[src/hdl/bqtl_ram.sv]
`timescale 1ns / 1ps
module bqtl_ram #(
  parameter int WIDTH = 8,
  parameter int DEPTH = 64
) (
  input  logic                                    clk,
  input  logic                                    we,
  input  logic [(DEPTH > 1 ? $clog2(DEPTH) : 1)-1:0] waddr,
  input  logic [WIDTH-1:0]                        wdata,
  input  logic [(DEPTH > 1 ? $clog2(DEPTH) : 1)-1:0] raddr,
  output logic [WIDTH-1:0]                        rdata
);

  logic [WIDTH-1:0] mem [DEPTH];

  always_ff @(posedge clk) begin
    if (we) begin
      mem[waddr] <= wdata;
    end
    rdata <= mem[raddr];
  end

endmodule

[config.mk]
export PLATFORM = sky130hd
export DESIGN_NAME = bqtl_ram
export DESIGN_NICKNAME = d
export VERILOG_FILES = /design/src/hdl/bqtl_ram.sv
export SDC_FILE = /design/constraint.sdc
export NUM_CORES = 1
export LEC_CHECK = 0
export ABC_AREA = 0
export BUFFER_PORTS_ARGS = -buffer_cell sky130_fd_sc_hd__buf_2
export CAP_MARGIN = 10
export CORE_MARGIN = 2
export CORE_UTILIZATION = 55
export CTS_CLUSTER_DIAMETER = 100
export DETAILED_ROUTE_END_ITERATION = 10
export GPL_TIMING_DRIVEN = 0
export PLACE_DENSITY = 0.82
export RECOVER_POWER = 50
export SLEW_MARGIN = 20
export SYNTH_ARGS = -nofsm -noshare
export SYNTH_HDL_FRONTEND = slang
export SYNTH_SLANG_ARGS = --single-unit
export TNS_END_PERCENT = 20
[constraint.sdc]
create_clock -name clk -period 1.8 [get_ports clk]
set_input_delay 0 -clock clk [delete_from_list [all_inputs] [get_ports clk]]
set_output_delay 0 -clock clk [all_outputs]
set_load 0.02 [all_outputs]
== Yosys cells after proc, flatten, opt, wreduce, memory -nomap -nowiden ==
Memories as Yosys holds them, arrays and structs flattened. A register that Yosys moved wholly into a read port is not among the register bits.
Index checks and enable logic that the tools add are counted.
Cells by class
  div/mod/pow operators: 0
  shift operators: 0
  add/subtract/negate cells: 0
  reductions and logical operators: 0
  bitwise gates (word level): 0
  multipliers: 0
  order comparisons: 0
  mux-type cells: 2
  equality and inequality tests: 0
Operators with widths (number)
  two-way mux 1 bit: 2
Word-level totals
  flip-flop bits (word level): 0
  bits in read-only memories: 0
  bits in latches: 0
  memory bits (writable): 512
  word-level logic and storage cells: 3
  memories kept: 1
  input port bits: 22
Memories
  mem: words 64, width 8, rd ports 1, clocked after memory_dff 1, wr ports 1, line 14  | logic [WIDTH-1:0] mem [DEPTH];

== Longest topological paths before layout ==
Gate-level depths: netlist (run 1).
  depth after elaboration: 2
  gate-level depth with buffers: 9
  mapped depth without buffers: 5

== Worst setup path after synthesis (run 1) ==
Ideal clock, no wire load.
  kind: register to register
  start: memory mem[29][4]
  end: register rdata[4] (read register of mem)
  required time: 1.668 ns
  arrival time: 1.560 ns
  cell stages (with the launch flop): 6
  setup slack: 0.108 ns
  setup time: 0.132 ns
  path through: edfxtp_1 mux4_2 mux2_2 o221a_2 nor3_1 o32ai_1
RTL lines
  from (decl): line 14
  to (decl): line 11  | output logic [WIDTH-1:0] rdata

==> results of run 1 <==
## registers in the layout, summed over array words and instances (netlist names)
| signal | cells |
|---|---|
| rdata | 8 |
| mem | 512 |
## metrics by stage
step                      instances  setup WS [ps]  instance area (um2)  hold WS [ps]
after floorplan                 940          107.8                20170         98.87
after global placement         1429         -869.0                20860         416.7
after detailed placement       1429         -908.6                20870         414.6
after CTS                      1517         -150.9                22540         64.39
after global routing           1516         -195.4                22620         93.67
final                          1516         -197.2                22620         85.53
## path summary, 6_finish.rpt
path | end | cells past startpoint
min | mem[49][7]$_DFFE_PP_ | 3
max reg2reg | rdata[2]$_DFF_P_ | 5
max | rdata[2]$_DFF_P_ | 5
min reg2reg | rdata[7]$_DFF_P_ | 4
## power by group through the flow
stage | combinational [mW] | sequential [mW] | clock, mW
6_report | 1.42 | 13.4 | 10.1
5_1_grt | 1.48 | 13.4 | 10.6
4_1_cts | 1.37 | 13.4 | 10.1
3_5_place_dp | 1.31 | 13.7 | 0
3_3_place_gp | 1.27 | 13.7 | 0
2_1_floorplan | 0.714 | 13.7 | 0
## area by class of cell
class	instances	area [um2]	share of cell area
clock inverters	25	247.7	0.01095
clock buffers	62	1295	0.05726
flip-flops and latches	520	15530	0.6869
plain buffers	50	326.6	0.01444
repair buffers	22	115.1	0.005090
multi-input cells	369	4512	0.1995
well taps	468	585.6	0.02589
## logic make-up (layout without fill, tap and decap cells)
group           count (synthesis)  count (layout)
simple gates                  153             153
buf+inv                        51             159
flops                         520             520
compound gates                 54              54
mux                           162             162
## layout by cell type (no fill, tap or decap), types with 3 or more instances in the layout
cell type   netlist  routed
edfxtp_1        512     512
mux4_2          126     126
nor2_1           83      76
clkbuf_16         0      49
clkbuf_1         17      25
mux2i_1          23      23
buf_2            11      22
nand2_1          19      18
nor2b_1          14      14
buf_4            13      13
mux2_2           13      12
clkbuf_2          0      12
nand3_1          13      12
clkinv_2          0       9
o221ai_1          8       8
o22ai_1           8       8
clkinv_1          0       8
dfxtp_1           8       8
nand2b_1          7       7
nor2_2            0       6
a221oi_1          6       6
buf_6             4       5
bufinv_16         0       5
a211oi_1          4       4
nand3b_1          3       3
a21oi_1           3       3
a22oi_1           3       3
o2111ai_1         3       3
o2bb2ai_2         0       3
nor3_2            0       3
clkinvlp_4        0       3
## routing by layer
metal | vias to the layer above | track usage | wire, um
li1 | 4068 | - | -
met1 | 5267 | 0.3478 | 17300
met2 | 829 | 0.3988 | 22690
met3 | 160 | 0.06943 | 5676
met4 | 6 | 0.1170 | 2178
met5 | - | 0 | 35
## worst max-delay path, stage by stage, from the launching register on
cell and delay (ps):
edfxtp_1 400, mux4_2 510, mux4_2 590, nor2_1 140, nor3_1 70, o2bb2ai_2 170
## timing repair
item                                   4_1_cts  5_1_grt
endpoints found under the hold margin        3        0
pin swaps                                    1        3
gates resized for setup                     27       22
hold buffers                                 1        0
setup endpoints to repair                   16       43
==> run metrics, run 1 <==
result of the run complete, but fails checks; failing checks setup timing; total of fill cells in the finished design 2261; proportion of synthesized chip area in sequential cells 0.7703; total of endpoints with negative setup slack in the final report 32; number of setup buffers added after CTS 0; count leader, synth edfxtp_1; antenna violations before repair 4; worst clock skew 11.49 ps; post-route clock period utilization 1.110; syn avg cell area 21.45 um2; part of the total power dissipated in combinational logic 0.057; clock tree from TritonCTS built; top area cells in the synthesized netlist edfxtp_1, mux4_2, nor2_1; drt pass-1 iters 5; cell type contributing the most total cell area after synthesis edfxtp_1; slew of the pin with the lowest slew margin 1417 ps; drt via density 6.814; leak pwr 7.024 nW; Sinks on Clock Net 520; aggregate routed wire length 47.88 mm; Post-Synth Adder-Cell Area 0; number of nets in the final layout 1033; setup repair after global routing missed its margin yes; power per standard cell area 1102 mW/mm2; hold crit path type primary input to flip-flop; part of the power in registers 0.539; sw power 5.221 mW; vertical die dimension 195.5 um; Crit. Startpoint mem[15][2]$_DFFE_PP_; combined area of all synthesized cells 0.02017 mm2; Num CTS Buffers 48; largest buffer count on any clock path 3; area of the core 0.03635 mm2; first-pass GRT wire length 69.64 mm; Max Clock Freq 0.5007 GHz; required time reported for the critical path endpoint 2240 ps; leading post-synthesis cells by instance count edfxtp_1, mux4_2, nor2_1; Main synth FF type edfxtp_1; DRC violations left 0; number of max-slew violations in the final report 0; internal power summed over all cells 19.70 mW; initial core utilization 0.5548; fraction of the mapped netlist area in simple logic gates 0.03388; number of diodes 0; final count of hold timing violations 0; number of DRC violations after detailed-routing iteration 0 1496; total congestion overflow after global routing 0; Post-DRT Antenna Nets 0; min cycle time layout 1997 ps; Die Width 195.5 um; fraction of synthesized area in multiplexers 0.1594; number of global-route vias before repair 10230; post-route total power 24.92 mW; share of synthesized registers carrying an async set or reset 0; share of cells above drive strength 1 0.2777; utilization after layout 0.6222; synthesized instance count 940; area share of the leading cell type in the synthesized netlist 0.7624; data arrival time of the worst path 2440 ps; clock latency on the worst-skew pair 570 ps; H-tree levels 2; critical path capture point type flip-flop; Rel. slew slack 0.05531; Total Routing Usage GR 0.2575; fraction of the mapped netlist area in compound gates 0.02072; Vias 10330; largest family of logic cells by synthesized area multiplexers; root buffer cell clkbuf_16; library cells used by synthesis 40; synthesized net count 962; Post-synth EDFFs 512; largest voltage drop on the vdd net 715.8 uV; sum of negative setup slack -1483 ps; max capacitance violation total 0; clock edge transition at the registers on the reported setup and hold paths 60 ps; largest driver fanout on the critical path 1; setup slack, reg-to-reg -200 ps; post-detailed-route wirelength per cell 31.58 um; count of boundary I/O pins 30; total of flip-flops plus latches after synthesis 520; area grow syn2layout 12.15%; clock power share 0.404; port bufs 21; switching power as a share of total power 0.2095; category of the most critical setup path flip-flop to flip-flop; launching element type of the critical path flip-flop; die area 0.03821 mm2; min-delay src waddr[0]; dpl hpwl 28.44 mm; largest net degree at the start of global routing 65; xor and xnor area share after synthesis 0; Synth Warn # 0; setup slack after layout -197.2 ps; reg-to-reg startpoint mem[15][2]$_DFFE_PP_; count of standard-cell rows 70; gpl congestion 1.026
Note: power is estimated with default switching activity, not from simulation.
==> inputs of run 2 (changes only) <==
Settings changed: SETUP_SLACK_MARGIN set to 0.1.
==> run 2 against run 1 <==
Largest power group unchanged. Non-clock buffer count is 1 higher. Sequential cell count stayed put. Via count about the same. Setup slack better by 4.1 ps. Fmax increased by 0.21%. Critical path type unchanged. Largest cell class unchanged. Final cell count up 0.13%. Total power is 0.13% higher. The flow still finishes with violations (setup timing). Clock skew hardly changed. Critical endpoint unchanged. Critical path depth unchanged. Die area unchanged.
==> run metrics, run 2 (same netlist as run 1, synthesis figures left out) <==
Largest Register mem; max FFs per register 512; Post-DRT Antenna Nets 0; Sinks on Clock Net 520; final count of hold timing violations 0; max capacitance violation total 0; hold crit path type primary input to flip-flop; setup slack after layout -193.1 ps; critical path capture point type flip-flop; Hold Worst Slack 90.86 ps; post-detailed-route wirelength per cell 31.84 um; aggregate routed wire length 48.33 mm; cell count after placement 1429; H-tree levels 2; count of standard-cell rows 70; setup slack, reg-to-reg -190 ps; number of nets in the final layout 1034; root buffer cell clkbuf_16; dpl hpwl 28.44 mm; number of max-slew violations in the final report 0; clock latency on the worst-skew pair 560 ps; Rel. slew slack 0.03694; largest driver fanout on the critical path 1; Vias 10330; Total Routing Usage GR 0.2582; clock tree from TritonCTS built; total congestion overflow after global routing 0; drt via density 6.806; total of endpoints with negative setup slack in the final report 40; setup repair after global routing missed its margin yes; Max Clock Freq 0.5017 GHz; worst setup timing slack at the placement stage -908.6 ps; Crit. Startpoint mem[20][2]$_DFFE_PP_; worst hold path stage count 3; min cycle time layout 1993 ps; leak pwr 7.029 nW; Num CTS Buffers 48; gpl congestion 1.026; share of cells above drive strength 1 0.2898; r2r worst-path depth 5; largest voltage drop on the vdd net 723.6 uV; data arrival time of the worst path 2430 ps; vertical die dimension 195.5 um; number of global-route vias before repair 10250; sw power 5.249 mW; largest net degree at the start of global routing 65; number of DRC violations after detailed-routing iteration 0 1560; clock power share 0.404; Hold EP mem[49][7]$_DFFE_PP_; internal power summed over all cells 19.71 mW; most frequent cells in the layout edfxtp_1, mux4_2, nor2_1; category of the most critical setup path flip-flop to flip-flop; worst clock skew 11.14 ps; launching element type of the critical path flip-flop; required time reported for the critical path endpoint 2240 ps; first-pass GRT wire length 69.84 mm; DRC violations left 0; initial core utilization 0.5548; Die Width 195.5 um; area grow syn2layout 12.44%; capture instance of the worst register-to-register path rdata[2]$_DFF_P_; post-route clock period utilization 1.107; slew of the pin with the lowest slew margin 1445 ps; power per standard cell area 1100 mW/mm2; part of the power in registers 0.539; largest buffer count on any clock path 3; utilization after layout 0.6239; result of the run complete, but fails checks; leading cell type in the layout, fill and taps excluded edfxtp_1; die area 0.03821 mm2; switching power as a share of total power 0.2103; area of the core 0.03635 mm2; reg-to-reg startpoint mem[20][2]$_DFFE_PP_; port bufs 21; min-delay src waddr[0]; registers with the highest flip-flop counts mem (512), rdata (8); drt pass-1 iters 6; part of the total power dissipated in combinational logic 0.058; number of setup buffers added after CTS 0; clock edge transition at the registers on the reported setup and hold paths 70 ps; total of fill cells in the finished design 2237; failing checks setup timing; antenna violations before repair 4; final non-filler cell total 1518; count of boundary I/O pins 30
run 2: worst max-delay path: stages (launching register included):
cell and delay (ps):
edfxtp_1 360, mux4_2 490, mux2_2 300, o22ai_1 380, nand2_1 150, o2bb2ai_2 170
run 2: worst max-delay path by stage:
stage | to | slack (ps)
after CTS | rdata[6]$_DFF_P_ | -150
after floorplan | rdata[4]$_DFF_P_ | 110
after global routing | rdata[2]$_DFF_P_ | -200
final | rdata[2]$_DFF_P_ | -190
after detailed placement | rdata[5]$_DFF_P_ | -910
after global placement | rdata[7]$_DFF_P_ | -870
run 2: metrics by stage:
stage                     cell area, um2  setup TNS (ps)  power [mW]
after floorplan                    20170               0       14.42
after global placement             20860          -98820       14.95
after detailed placement           20870         -137210       15.00
after CTS                          22560          -828.4       24.88
after global routing               22670           -1479       25.51
final                              22680           -1857       24.95
run 2: timing repair:
action / CTS / global route
hold buffers: 1 / 0
endpoints found under the setup margin: 40 / 113
resized for setup: 33 / 32
pin swaps: 1 / 3
endpoints found under the hold margin: 3 / 0
run 2: cell type report:
cell class / instances / area, um2 / share of cell area
Multi-Input combinational cell: 369 / 4562 / 0.2012
Clock buffer: 62 / 1295 / 0.05711
Clock inverter: 25 / 247.7 / 0.01093
Timing Repair Buffer: 22 / 115.1 / 0.005076
Sequential cell: 520 / 15530 / 0.6851
Antenna cell: 1 / 2.502 / 0.0001104
Buffer: 51 / 332.8 / 0.01468
Tap cell: 468 / 585.6 / 0.02582
run 2: routing by layer:
layer  track usage  wire length [um]  share of wire  up-vias
met4        0.1168              2155          0.045        6
met5             0                41        0.00085        -
met2        0.4003             22940           0.47      776
met1        0.3492             17610           0.36     5324
met3       0.06891              5577           0.12      149
li1              -                 -              -     4076
run 2: power by group through the flow:
stage | combinational, mW | clock [mW] | sequential [mW]
after floorplan | 0.714 | 0 | 13.7
after global placement | 1.27 | 0 | 13.7
after detailed placement | 1.31 | 0 | 13.7
after CTS | 1.37 | 10.1 | 13.4
after global routing | 1.50 | 10.6 | 13.4
final | 1.44 | 10.1 | 13.4
